<file path="src/rtl/core/adfs_pkg.sv">
// ----------------------------------------------------------------------------
// adfs_pkg
// Shared constants for the adjacency matrix depth-first search block: field
// widths, opcodes, status codes and the register reset value.
// ----------------------------------------------------------------------------
package adfs_pkg;

   // field widths of the request, response and csr words
   localparam int VERTEX_W = 4;
   localparam int COUNT_W  = 5;

   // vertex_count after reset
   localparam logic [COUNT_W-1:0] COUNT_RESET = 5'd16;

   // request opcodes
   localparam logic OP_INSERT = 1'b0;
   localparam logic OP_SEARCH = 1'b1;

   // response status codes
   localparam logic STATUS_OK    = 1'b0;
   localparam logic STATUS_RANGE = 1'b1;

endpackage

</file>
<file path="src/rtl/core/adfs_adj_mem.sv">
// ----------------------------------------------------------------------------
// adfs_adj_mem
// Adjacency row memory, one row per vertex, one read and one write port,
// registered read data. Per-row valid bits make every row read as zero
// after reset until it is first written.
// ----------------------------------------------------------------------------
module adfs_adj_mem #(
   parameter int MAX_VERTICES = 16,
   parameter int VW           = 4
) (
   input  logic                    clock,
   input  logic                    reset,
   input  logic                    rd_en,
   input  logic [VW-1:0]           rd_addr,
   output logic [MAX_VERTICES-1:0] rd_data,
   input  logic                    wr_en,
   input  logic [VW-1:0]           wr_addr,
   input  logic [MAX_VERTICES-1:0] wr_data
);

   logic [MAX_VERTICES-1:0] rows_ff [MAX_VERTICES];
   logic [MAX_VERTICES-1:0] row_valid_ff;
   logic [MAX_VERTICES-1:0] rd_data_ff;

   // row storage, no reset
   always_ff @(posedge clock) begin
      if (wr_en) begin
         rows_ff[wr_addr] <= wr_data;
      end
   end

   // registered read; unwritten rows read as zero
   always_ff @(posedge clock) begin
      if (rd_en) begin
         rd_data_ff <= row_valid_ff[rd_addr] ? rows_ff[rd_addr] : '0;
      end
   end

   // valid bits, cleared at reset
   always_ff @(posedge clock) begin
      if (reset) begin
         row_valid_ff <= '0;
      end else if (wr_en) begin
         row_valid_ff[wr_addr] <= 1'b1;
      end
   end

   assign rd_data = rd_data_ff;

endmodule

</file>
<file path="src/rtl/core/adfs_stack_mem.sv">
// ----------------------------------------------------------------------------
// adfs_stack_mem
// Search stack of parent vertices: one read and one write port, registered
// read data. Entries are always pushed before they are popped.
// ----------------------------------------------------------------------------
module adfs_stack_mem #(
   parameter int MAX_VERTICES = 16,
   parameter int VW           = 4
) (
   input  logic          clock,
   input  logic          rd_en,
   input  logic [VW-1:0] rd_addr,
   output logic [VW-1:0] rd_data,
   input  logic          wr_en,
   input  logic [VW-1:0] wr_addr,
   input  logic [VW-1:0] wr_data
);

   logic [VW-1:0] entries_ff [MAX_VERTICES];
   logic [VW-1:0] rd_data_ff;

   // push
   always_ff @(posedge clock) begin
      if (wr_en) begin
         entries_ff[wr_addr] <= wr_data;
      end
   end

   // pop read
   always_ff @(posedge clock) begin
      if (rd_en) begin
         rd_data_ff <= entries_ff[rd_addr];
      end
   end

   assign rd_data = rd_data_ff;

endmodule

</file>
<file path="src/rtl/core/adjacency_matrix_dfs.sv">
// ----------------------------------------------------------------------------
// Insert: two row read-modify-writes (row a in INS_A, row b in INS_B), then the
// word strobes and the next request is taken in that cycle; out of range: strobed
// in the next cycle, no busy. Search: each push is one SCAN step; each backtrack
// reads the stack in SCAN, then the parent's row in POP.
// Words strobe one cycle; receiver cannot stall.
// Synchronous active-high reset clears the matrix (valid bits), marks, state.
// ----------------------------------------------------------------------------
// adjacency_matrix_dfs
// Undirected graph in a bit adjacency matrix with edge insert and
// depth-first search that reports vertices in visit order.
// ----------------------------------------------------------------------------
module adjacency_matrix_dfs #(
   parameter int MAX_VERTICES = 16
) (
   input  logic                          clock,
   input  logic                          reset,
   input  logic                          start,
   output logic                          busy,
   input  logic                          req_opcode,
   input  logic [adfs_pkg::VERTEX_W-1:0] req_vertex_a,
   input  logic [adfs_pkg::VERTEX_W-1:0] req_vertex_b,
   output logic                          rsp_strobe,
   output logic [adfs_pkg::VERTEX_W-1:0] rsp_vertex,
   output logic                          rsp_last,
   output logic                          rsp_status,
   input  logic                          csr_we,
   input  logic [adfs_pkg::COUNT_W-1:0]  csr_wdata
);

   localparam int VW = $clog2(MAX_VERTICES);
   localparam int CW = $clog2(MAX_VERTICES + 1);
   localparam int LW = (CW > adfs_pkg::COUNT_W) ? CW : adfs_pkg::COUNT_W;
   localparam int MV = MAX_VERTICES;

   // state codes
   localparam logic [2:0] ST_IDLE  = 3'd0;
   localparam logic [2:0] ST_INS_A = 3'd1;
   localparam logic [2:0] ST_INS_B = 3'd2;
   localparam logic [2:0] ST_SCAN  = 3'd3;
   localparam logic [2:0] ST_POP   = 3'd4;

   logic [2:0]                   state_ff, state_in;
   logic [adfs_pkg::COUNT_W-1:0] count_ff;
   logic [MV-1:0]                visited_ff, visited_in;
   logic [VW-1:0]                pend_ff, pend_in;
   logic [VW-1:0]                cur_ff, cur_in;
   logic [VW-1:0]                depth_ff, depth_in;
   logic [VW-1:0]                a_ff, a_in;
   logic [VW-1:0]                b_ff, b_in;
   logic                         rsp_strobe_ff, rsp_strobe_in;
   logic [adfs_pkg::VERTEX_W-1:0] rsp_vertex_ff, rsp_vertex_in;
   logic                         rsp_last_ff, rsp_last_in;
   logic                         rsp_status_ff, rsp_status_in;

   // memory ports
   logic                 adj_rd_en, adj_wr_en;
   logic [VW-1:0]        adj_rd_addr, adj_wr_addr;
   logic [MV-1:0]        adj_rd_data, adj_wr_data;
   logic                 stk_rd_en, stk_wr_en;
   logic [VW-1:0]        stk_rd_addr, stk_wr_addr, stk_wr_data;
   logic [VW-1:0]        stk_rd_data;

   logic [LW-1:0]        live_n;
   logic [LW-1:0]        a_ext, b_ext;
   logic                 a_ok, b_ok;
   logic [MV-1:0]        live_mask;
   logic [MV-1:0]        cand;
   logic                 found;
   logic [VW-1:0]        next_w;

   adfs_adj_mem #(.MAX_VERTICES(MV), .VW(VW)) u_adj (
      .clock   (clock),
      .reset   (reset),
      .rd_en   (adj_rd_en),
      .rd_addr (adj_rd_addr),
      .rd_data (adj_rd_data),
      .wr_en   (adj_wr_en),
      .wr_addr (adj_wr_addr),
      .wr_data (adj_wr_data)
   );

   adfs_stack_mem #(.MAX_VERTICES(MV), .VW(VW)) u_stack (
      .clock   (clock),
      .rd_en   (stk_rd_en),
      .rd_addr (stk_rd_addr),
      .rd_data (stk_rd_data),
      .wr_en   (stk_wr_en),
      .wr_addr (stk_wr_addr),
      .wr_data (stk_wr_data)
   );

   // live vertex count, saturated at the matrix size
   always_comb begin
      if (LW'(count_ff) > LW'(MV)) begin
         live_n = LW'(MV);
      end else begin
         live_n = LW'(count_ff);
      end
   end

   assign a_ext = LW'(req_vertex_a);
   assign b_ext = LW'(req_vertex_b);
   assign a_ok  = a_ext < live_n;
   assign b_ok  = b_ext < live_n;

   // vertices below the live count
   always_comb begin
      for (int i = 0; i < MV; i++) begin
         live_mask[i] = LW'(i) < live_n;
      end
   end

   // unvisited live neighbors of the current vertex, lowest first
   assign cand = adj_rd_data & ~visited_ff & live_mask;

   always_comb begin
      found  = 1'b0;
      next_w = '0;
      for (int i = MV - 1; i >= 0; i--) begin
         if (cand[i]) begin
            found  = 1'b1;
            next_w = VW'(i);
         end
      end
   end

   // control sequencer
   always_comb begin
      state_in      = state_ff;
      visited_in    = visited_ff;
      pend_in       = pend_ff;
      cur_in        = cur_ff;
      depth_in      = depth_ff;
      a_in          = a_ff;
      b_in          = b_ff;
      rsp_strobe_in = 1'b0;
      rsp_vertex_in = '0;
      rsp_last_in   = 1'b1;
      rsp_status_in = adfs_pkg::STATUS_OK;
      adj_rd_en     = 1'b0;
      adj_rd_addr   = '0;
      adj_wr_en     = 1'b0;
      adj_wr_addr   = '0;
      adj_wr_data   = '0;
      stk_rd_en     = 1'b0;
      stk_rd_addr   = '0;
      stk_wr_en     = 1'b0;
      stk_wr_addr   = '0;
      stk_wr_data   = '0;

      unique case (state_ff)
         ST_IDLE: begin
            if (start) begin
               a_in = a_ext[VW-1:0];
               b_in = b_ext[VW-1:0];
               if (req_opcode == adfs_pkg::OP_INSERT) begin
                  if (a_ok && b_ok) begin
                     adj_rd_en   = 1'b1;
                     adj_rd_addr = a_ext[VW-1:0];
                     state_in    = ST_INS_A;
                  end else begin
                     rsp_strobe_in = 1'b1;
                     rsp_status_in = adfs_pkg::STATUS_RANGE;
                  end
               end else begin
                  if (a_ok) begin
                     adj_rd_en   = 1'b1;
                     adj_rd_addr = a_ext[VW-1:0];
                     visited_in  = MV'(1) << a_ext[VW-1:0];
                     pend_in     = a_ext[VW-1:0];
                     cur_in      = a_ext[VW-1:0];
                     depth_in    = '0;
                     state_in    = ST_SCAN;
                  end else begin
                     rsp_strobe_in = 1'b1;
                     rsp_status_in = adfs_pkg::STATUS_RANGE;
                  end
               end
            end
         end

         // row a arrives: set bit b, fetch row b
         ST_INS_A: begin
            adj_wr_en   = 1'b1;
            adj_wr_addr = a_ff;
            adj_wr_data = adj_rd_data | (MV'(1) << b_ff);
            adj_rd_en   = 1'b1;
            adj_rd_addr = b_ff;
            state_in    = ST_INS_B;
         end

         // row b arrives: set bit a, answer
         ST_INS_B: begin
            adj_wr_en     = 1'b1;
            adj_wr_addr   = b_ff;
            adj_wr_data   = adj_rd_data | (MV'(1) << a_ff);
            rsp_strobe_in = 1'b1;
            state_in      = ST_IDLE;
         end

         // row of the current vertex is valid: push or backtrack
         ST_SCAN: begin
            if (found) begin
               rsp_strobe_in = 1'b1;
               rsp_vertex_in = adfs_pkg::VERTEX_W'(pend_ff);
               rsp_last_in   = 1'b0;
               pend_in       = next_w;
               visited_in    = visited_ff | (MV'(1) << next_w);
               stk_wr_en     = 1'b1;
               stk_wr_addr   = depth_ff;
               stk_wr_data   = cur_ff;
               depth_in      = depth_ff + VW'(1);
               cur_in        = next_w;
               adj_rd_en     = 1'b1;
               adj_rd_addr   = next_w;
            end else if (depth_ff == '0) begin
               rsp_strobe_in = 1'b1;
               rsp_vertex_in = adfs_pkg::VERTEX_W'(pend_ff);
               state_in      = ST_IDLE;
            end else begin
               stk_rd_en   = 1'b1;
               stk_rd_addr = depth_ff - VW'(1);
               depth_in    = depth_ff - VW'(1);
               state_in    = ST_POP;
            end
         end

         // parent arrives from the stack: fetch its row
         ST_POP: begin
            cur_in      = stk_rd_data;
            adj_rd_en   = 1'b1;
            adj_rd_addr = stk_rd_data;
            state_in    = ST_SCAN;
         end

         default: begin
            state_in = ST_IDLE;
         end
      endcase
   end

   // control registers
   always_ff @(posedge clock) begin
      if (reset) begin
         state_ff      <= ST_IDLE;
         count_ff      <= adfs_pkg::COUNT_RESET;
         visited_ff    <= '0;
         depth_ff      <= '0;
         rsp_strobe_ff <= 1'b0;
      end else begin
         state_ff      <= state_in;
         visited_ff    <= visited_in;
         depth_ff      <= depth_in;
         rsp_strobe_ff <= rsp_strobe_in;
         if (csr_we) begin
            count_ff <= csr_wdata;
         end
      end
   end

   // payload registers
   always_ff @(posedge clock) begin
      pend_ff       <= pend_in;
      cur_ff        <= cur_in;
      a_ff          <= a_in;
      b_ff          <= b_in;
      rsp_vertex_ff <= rsp_vertex_in;
      rsp_last_ff   <= rsp_last_in;
      rsp_status_ff <= rsp_status_in;
   end

   assign busy       = state_ff != ST_IDLE;
   assign rsp_strobe = rsp_strobe_ff;
   assign rsp_vertex = rsp_vertex_ff;
   assign rsp_last   = rsp_last_ff;
   assign rsp_status = rsp_status_ff;

endmodule
</file>
<file path="config.mk">
export PLATFORM = sky130hd
export DESIGN_NAME = adjacency_matrix_dfs
export DESIGN_NICKNAME = d
export VERILOG_FILES = /design/src/rtl/core/adfs_pkg.sv /design/src/rtl/core/adfs_adj_mem.sv /design/src/rtl/core/adfs_stack_mem.sv /design/src/rtl/core/adjacency_matrix_dfs.sv
export SDC_FILE = /design/constraint.sdc
export NUM_CORES = 1
export LEC_CHECK = 0
export BUFFER_PORTS_ARGS = -buffer_cell sky130_fd_sc_hd__buf_2
export CORE_MARGIN = 2
export CORE_UTILIZATION = 31
export CTS_BUF_LIST = sky130_fd_sc_hd__clkbuf_4 sky130_fd_sc_hd__clkbuf_8 sky130_fd_sc_hd__clkbuf_16
export CTS_CLUSTER_DIAMETER = 50
export CTS_CLUSTER_SIZE = 10
export DETAILED_ROUTE_END_ITERATION = 10
export PLACE_DENSITY = 0.51
export SYNTH_ARGS = -nofsm -noshare
export SYNTH_HDL_FRONTEND = slang
export SYNTH_SLANG_ARGS = --single-unit
</file>
<file path="constraint.sdc">
create_clock -name clock -period 5.1 [get_ports clock]
set_input_delay 1.02 -clock clock [delete_from_list [all_inputs] [get_ports clock]]
set_output_delay 1.02 -clock clock [all_outputs]
set_load 0.05 [all_outputs]
</file>
==> summary by stage, run 1 <==
Job
Max-cap violations in this run came to 0.

Pwr
In this run the static leakage power is 6.75 nW. The fraction of power consumed by combinational cells is 0.171. In this run the power density over the cells is 443 mW/mm^2. The peak ir drop on the vdd network is 0.241 mV.

The analysis attributes to net switching a power of 0.00259 W. The share of total power dissipated in sequential elements is 0.453. Internal power comes to 0.00632 W. Overall power consumption after layout is estimated at 0.00891 W. The fraction of power consumed by the clock network is 0.375. Of the total power, the share spent switching nets is 0.291.

Final layout
In the final design database the tool counted 1560 nets. The antenna diode count is 0. Summing all non-filler instances in the final layout gives an area of 0.0201 mm^2. The finished layout holds 2316 standard cells, fillers aside. Compared with the post-synthesis result, the final layout area differs by 15.2%. In the final layout, the share of cells above drive strength 1 is 0.137.

STA
The hold violation total from the final report was 0. Setup repair after global routing left no endpoint under its margin. The time the worst path needs with I/O delays and setup is 4.49 ns.

The upper clock frequency limit is 223 MHz. The number of max-slew violations in the final report came to 0. The setup TNS is 0 ns.

The measured slew at the worst slew-check pin is 1.27 ns. Setup violations remaining at the end of the flow were counted as 0. The worst slew margin relative to its limit is 0.151. Clock skew on the completed layout was measured at 0.0227 ns.

The period utilization is 0.880. The worst hold slack after final layout is 0.462 ns.

Worst setup path
The slowest stage of the critical path is the dfxtp_1 cell. Data on the critical path arrives at its endpoint at 4.79 ns. Walking the worst path, the cells encountered are nor2_1 > nor4b_1 > o211ai_1 > o211a_1 > o211ai_1 > buf_4 > and3_1 > a2111oi_0 > nor4_1 > o211a_2 > nor3_1. At the worst endpoint, the required time is 5.40 ns. The path type of the worst setup path is flip-flop to flip-flop.

STA classifies the critical path startpoint as a flip-flop. Along the worst path, the maximum fanout reaches 24. The worst register-to-register path has a setup slack of 0.61 ns.

The critical path capture point type is a flip-flop. The most repeated library cell on the critical path is o211ai_1. The delay of the slowest cell on the worst path is 0.83 ns.

Die
The horizontal die dimension is 241 um. In this run the standard cell core region covers 0.0561 mm^2. The area of the die is 0.0583 mm^2. After floorplanning, the core was divided into 87 placement rows. 26 I/O pins were placed. The floorplan step set the die height to 241 um. The initial utilization of the core area, before any placement, comes to 0.312.

Route
The vias per cell is 5.16. The detailed-route via count is 11958. The remaining number of nets flagged by the antenna check after routing is 0.

The first detailed-routing pass took 5 iterations. For this run, design rule violations remaining after detail routing come to 0. The initial DRC count is 1077. The total wire length after detailed routing is 46600 um. In the final routed layout, each cell accounts on average for 20.1 um.

Place
At the end of routability-driven placement, the weighted congestion stood at 0.889. The cell area after placement is 0.0186 mm^2. The wire-length estimate of the detail-placed layout is 29800 um.

The placed instance count is 2236. The count of input and output buffers is 25.

Synth
The share of synthesized area in the top cell type comes to 0.612. In this run, synthesis inferred 356 flip-flops with an integrated enable. Of all flip-flops after synthesis, the portion carrying an async set or reset was 0. The leading cell type by number of instances after synthesis is edfxtp_1. The commonest cells after synthesis are edfxtp_1 (356), nand2_1 (263), nor2_1 (144).

Among all flip-flop cells after synthesis, the most frequent one is edfxtp_1. After synthesis, the cell types taking the most area are edfxtp_1 (61%), dfxtp_1 (5.8%), nand2_1 (5.6%), a21oi_1 (3.2%), nor2_1 (3.1%). The cell area that synthesis handed to floorplanning was 0.0175 mm^2. The number of nets in the synthesized netlist is 1527.

The flip-flop and latch count after synthesis is 407. After technology mapping, the gate count stands at 1500. The Yosys step of the flow raised 0 warnings. The largest total area in the synthesized netlist belongs to edfxtp_1.

The share of the Yosys chip area taken by registers is 0.670. In this run the mean area of a mapped cell was 11.7 um^2. The number of distinct standard cells referenced by the synthesized netlist is 69.

Clock network
Clock-pin slew was measured on the worst setup and hold paths at 0.06 ns. Hold repair after CTS inserted 0 buffers. Gates resized during post-CTS repair numbered 0. The clock passes through at most 3 buffers. CTS built an H-tree with a depth of 2. The TritonCTS clock tree is built. The latest clock arrival within the worst-skew pair is 0.60 ns.

After clock tree synthesis, the setup repair step added 0 buffers. The TritonCTS buffer count is 51. CTS saw 407 sinks. The root buffer cell chosen for the clock tree is clkbuf_16.

Hold path
In this run the worst hold path is classified as flip-flop to flip-flop.

Global routing
The via count of the first global-routing pass came to 11507. The initial antenna violation count is 0. The first global-routing pass estimated 70600 um of wire. For this run the aggregate overflow at the end of global routing stands at 0. Entering global routing, the biggest net connects 89 pins. The global router's overall resource usage is 0.160.

Status
The flow ran to the end, and the final reports show no timing, DRC or antenna violations.
## power by group through the flow
stage | Combinational [W] | Clock, W | Sequential (W)
3_3_place_gp | 0.00152 | 0 | 0.00410
4_1_cts | 0.00153 | 0.00341 | 0.00404
5_1_grt | 0.00169 | 0.00354 | 0.00406
3_5_place_dp | 0.00153 | 0 | 0.00410
2_1_floorplan | 0.00103 | 0 | 0.00403
6_report | 0.00153 | 0.00334 | 0.00404
## worst max-delay path: cells and delay by family (launching register included)
kind            cells  cell delay (ns)
flops               1             0.83
simple gates        5             1.91
buf+inv             1             0.16
compound gates      5             1.30
## layout by cell type, fill, tap and decap left out, types with 6 or more instances in the layout
cell,n
clkbuf_16,52
nand4_1,18
buf_2,25
or2_2,8
mux2_2,8
a21oi_1,112
o221ai_1,6
edfxtp_1,356
a21o_1,6
a22oi_1,36
o21ai_0,41
a211oi_1,6
dfxtp_1,51
nor3_1,39
nand3b_1,7
o211ai_1,13
o22ai_1,28
clkbuf_4,16
nor2_2,18
nand2b_1,22
ha_1,9
nor2b_1,9
nand3_1,83
inv_1,12
nor4_1,11
buf_4,36
nand2_1,263
nor2_1,126
and2_1,12
nor3_2,16
o21ai_1,7
a31oi_1,8
mux2i_1,6
## final cells by class
type	count	area [um^2]
Sequential cell	407	11700
Timing Repair Buffer	63	435
Clock buffer	69	1440
Inverter	14	52.6
Multi-Input combinational cell	996	5420
Tap cell	756	946
Fill cell	5446	35900
Clock inverter	11	130
## kinds of logic after synthesis
kind of cell | Yosys count | share of synthesized area
and+or+nand+nor | 657 | 0.175
DFF | 407 | 0.670
AOI/OAI and AO/OA | 313 | 0.115
buffers and inverters | 97 | 0.0236
muxes | 14 | 0.00859
adders and majority gates | 9 | 0.00644
xor gates and xnor gates | 3 | 0.00150
## registers in the layout, indices dropped and copies added, names as in the netlist, 5 cells and up
name and flops:
u_stack.entries_ff 64, u_adj.row_valid_ff 16, visited_ff 16, u_adj.rows_ff 256, count_ff 5, u_adj.rd_data 16
## final timing paths
kind / start / cells past startpoint / endpoint
setup / recovery: count_ff[4]$_SDFFE_PP1P_ / 11 / u_adj.rd_data[1]$_SDFFCE_PN0P_
hold / removal: pend_ff[0]$_DFFE_PP_ / 1 / rsp_vertex[0]$_SDFF_PN0_
setup reg to reg: count_ff[4]$_SDFFE_PP1P_ / 11 / u_adj.rd_data[1]$_SDFFCE_PN0P_
hold reg to reg: pend_ff[0]$_DFFE_PP_ / 1 / rsp_vertex[0]$_SDFF_PN0_
## routing by layer
layer | vias to the layer above | wire [um] | global-route usage
li1 | 5630 | - | -
met3 | 59 | 2380 | 0.0269
met5 | - | 0 | 0
met2 | 314 | 21500 | 0.251
met1 | 5955 | 21900 | 0.229
met4 | 0 | 784 | 0.0397
## through the flow
stage | setup slack (ns) | utilization
detailed placement | 0.589 | 0.331
global placement | 0.663 | 0.331
global route | 0.177 | 0.359
CTS | 0.555 | 0.359
floorplan | 1.30 | -
finish | 0.613 | 0.359
Note: power is estimated with default switching activity, not from simulation.
==> run 2: changes to the inputs <==
--- a/config.mk
+++ b/config.mk
@@ -13,6 +13,7 @@
 export CTS_CLUSTER_SIZE = 10
 export DETAILED_ROUTE_END_ITERATION = 10
 export PLACE_DENSITY = 0.51
+export RECOVER_POWER = 100
 export SYNTH_ARGS = -nofsm -noshare
 export SYNTH_HDL_FRONTEND = slang
 export SYNTH_SLANG_ARGS = --single-unit
==> constraint.sdc (replaced) <==
create_clock -name clock -period 5.1 [get_ports clock]
set_input_delay 1.02 -clock clock [delete_from_list [all_inputs] [get_ports clock]]
set_output_delay 1.02 -clock clock [all_outputs]
set_load 0.1 [all_outputs]
==> run 2 against run 1 <==
The flow now finishes with violations (max-capacitance violations, max-slew violations). Sequential cell count unchanged. Clock-buffer cell count unchanged. Final cell count stayed put. Total power decreased by 0.41%. Fmax down 4.4%. Clock skew rose by 0.0057 ns. Via count rose by 0.17%. Critical endpoint is now u_stack.rd_data[3]$_DFFE_PP_. Largest cell class unchanged. Largest power group unchanged.
==> summary by stage, run 2 (synthesized netlist as in run 1, its figures left out) <==
Status
The flow ran to the end, but the final reports show violations. The final reports fail on max-capacitance violations, max-slew violations.

Hold path
The path with the worst hold slack has its endpoint at rsp_vertex[0]$_SDFF_PN0_. The worst hold path begins at pend_ff[0]$_DFFE_PP_. Counting instances, the worst hold path has a depth of 1. In this run the worst hold path is classified as flip-flop to flip-flop.

Pwr
The peak ir drop on the vdd network is 0.242 mV. For this design the ratio of total power to cell area is 446 mW/mm^2. The leakage power is 6.57 nW. The post-layout total power is 0.00888 W.

Clock network
The post-CTS setup buffer count is 0. TritonCTS built the clock tree. Gates resized during post-CTS repair numbered 0. The clock slew at the register clock pins of the worst setup and hold paths is 0.05 ns.

The tree built by TritonCTS fans out to 407 sinks. The cell at the root of the clock tree is clkbuf_16. The clock passes through at most 3 buffers.

Counting the buffers created by CTS gives 51. The count of hold-fix buffers inserted at cts is 0. The H-tree was split into 2 levels. The clock reaches the later pin of the worst-skew pair after 0.60 ns.

Final layout
The number of antenna diodes in the final layout is 0. Of the cells placed in the final design, the portion with a size suffix greater than 1 is 0.0942. After routing the design area is 0.0199 mm^2. The register with the most flip-flops in the layout has 256 of them. The top cell types in the final layout, fill and taps aside, are edfxtp_1 (356), nand2_1 (263), nor2_1 (139). The area growth from synthesis to layout is 13.9%.

Leaving out fill and tap cells, the most frequent cell in the layout is edfxtp_1. The largest registers in the layout are u_adj.rows_ff x256, u_stack.entries_ff x64. At the end of the flow, the number of nets in the layout was 1560. u_adj.rows_ff holds more flip-flops than any other register. After filler insertion, the fill cell instance count of the layout stands at 5496.

STA
The worst-case clock skew is 0.0284 ns. Measured against its own limit, the worst slew margin works out to -0.409. The time the worst path needs with I/O delays and setup is 4.69 ns. The period utilization is 0.920. The number of max-slew violations in the final report is 99. Derived from the worst setup path, the maximum achievable clock frequency is 213 MHz.

The final setup violation count is 0. Setup total negative slack on the finished layout was measured at 0 ns. Setup repair after global routing left no endpoint under its margin. Across all hold checks on the routed design, the worst slack comes to 0.470 ns. At the pin with the least slew margin, the transition time is 2.11 ns. The hold violation total from the final report is 0. The worst path setup slack after routing is 0.408 ns.

Global routing
The initial antenna violation count is 0. The met1 usage in global routing is 0.229. The first global-routing pass estimated 70600 um of wire. In this run the most used layer during global routing was met2. For met2 alone, demand over resource in global routing was 0.251. In the global route stage, met3 resource usage came out at 0.0269.

Entering global routing, the biggest net connects 89 pins. The global router's overall resource usage is 0.160. The global route total overflow is 0. The via count of the first global-routing pass is 11507.

Die
The initial cell density of the core is 0.312. The die covers 0.0583 mm^2. The top-level I/O count is 26. Row generation in the floorplan step produced 87 rows. The horizontal die dimension is 241 um.

The total area inside the core boundary comes to 0.0561 mm^2. In this run the vertical extent of the chip is 241 um.

Place
The count of input and output buffers is 25. The HPWL after detailed placement is 29800 um. Prior to clock tree synthesis, the placed netlist has a worst setup slack of 0.589 ns. The cell area after placement is 0.0186 mm^2. The congestion estimate from routability-driven global placement came to 0.889.

Worst setup path
The capture instance of the worst register-to-register path is u_stack.rd_data[3]$_DFFE_PP_. The source of the worst register-to-register timing path is count_ff[4]$_SDFFE_PP1P_. STA puts the critical path data required time at 5.42 ns. The worst path arrival time is 5.01 ns. In this run the register-to-register setup slack is 0.41 ns. The path type of the worst setup path is flip-flop to flip-flop.

The critical path capture point type is a flip-flop. STA classifies the critical path startpoint as a flip-flop. The top fanout value on the critical path is 24. Measured in cells, the most critical reg-to-reg path has a length of 12.

Route
The initial DRC count is 1038. In the routed design, unresolved DRC markers number 0. The routed layout has 11978 vias. The vias per cell is 5.17. The total wire length after detailed routing is 46600 um.

The remaining number of nets flagged by the antenna check after routing is 0. The first-pass iteration count of the detailed router is 5. After detailed routing, the average wire length per cell comes to 20.1 um.

Job
The max-cap violation count is 4.
[run 2: changes by cell type in the layout (fill, tap and decap cells not counted), sizes merged]
cell and change:
buf -37, clkbuf +37
[run 2: final cells by class]
cell class | instances | area, um^2 | share of cell area
well taps | 756 | 946 | 0.0475
repair buffers | 63 | 344 | 0.0173
clock buffers | 69 | 1440 | 0.0721
flip-flops and latches | 407 | 11700 | 0.588
clock inverters | 11 | 130 | 0.00653
inverters | 14 | 52.6 | 0.00264
multi-input cells | 996 | 5290 | 0.266
[run 2: worst max-delay path by stage]
stage	start	endpoint	slack, ns
detailed placement	req_vertex_a[1]	u_adj.rd_data[1]$_SDFFCE_PN0P_	0.59
global placement	req_vertex_a[1]	u_adj.rd_data[13]$_SDFFCE_PN0P_	0.66
floorplan	req_vertex_a[2]	u_adj.rd_data[10]$_SDFFCE_PN0P_	1.30
finish	count_ff[4]$_SDFFE_PP1P_	u_stack.rd_data[3]$_DFFE_PP_	0.41
global route	count_ff[4]$_SDFFE_PP1P_	u_stack.rd_data[2]$_DFFE_PP_	0.1
CTS	count_ff[4]$_SDFFE_PP1P_	u_adj.rd_data[1]$_SDFFCE_PN0P_	0.55
[run 2: power breakdown]
group	switching, W	total (W)	leakage, nW	internal, W
Clock	0.00137	0.00334	0.778	0.00197
Sequential	0.000127	0.00404	3.75	0.00392
Combinational	0.00108	0.00149	2.04	0.000408
[run 2: critical path, stage by stage (launching register included)]
cell and delay (ns):
dfxtp_1 0.56, or3_1 0.56, o21a_1 0.28, or4_1 0.62, nor2_1 0.27, nand4b_1 0.47, inv_1 0.41, nand2b_1 0.34
buf_4 0.31, nor2_1 0.10, nor2_1 0.05, o21ai_0 0.30, nor4_1 0.13
[run 2: metal layers]
layer,share of wire,vias up
met1,0.47,5920
met2,0.46,372
met4,0.016,0
met5,0,-
li1,-,5629
met3,0.053,57
[run 2: stage by stage]
step	util	cells
after floorplan	-	1500
after global placement	0.331	2236
after detailed placement	0.331	2236
after CTS	0.359	2316
after global routing	0.355	2316
final	0.355	2316
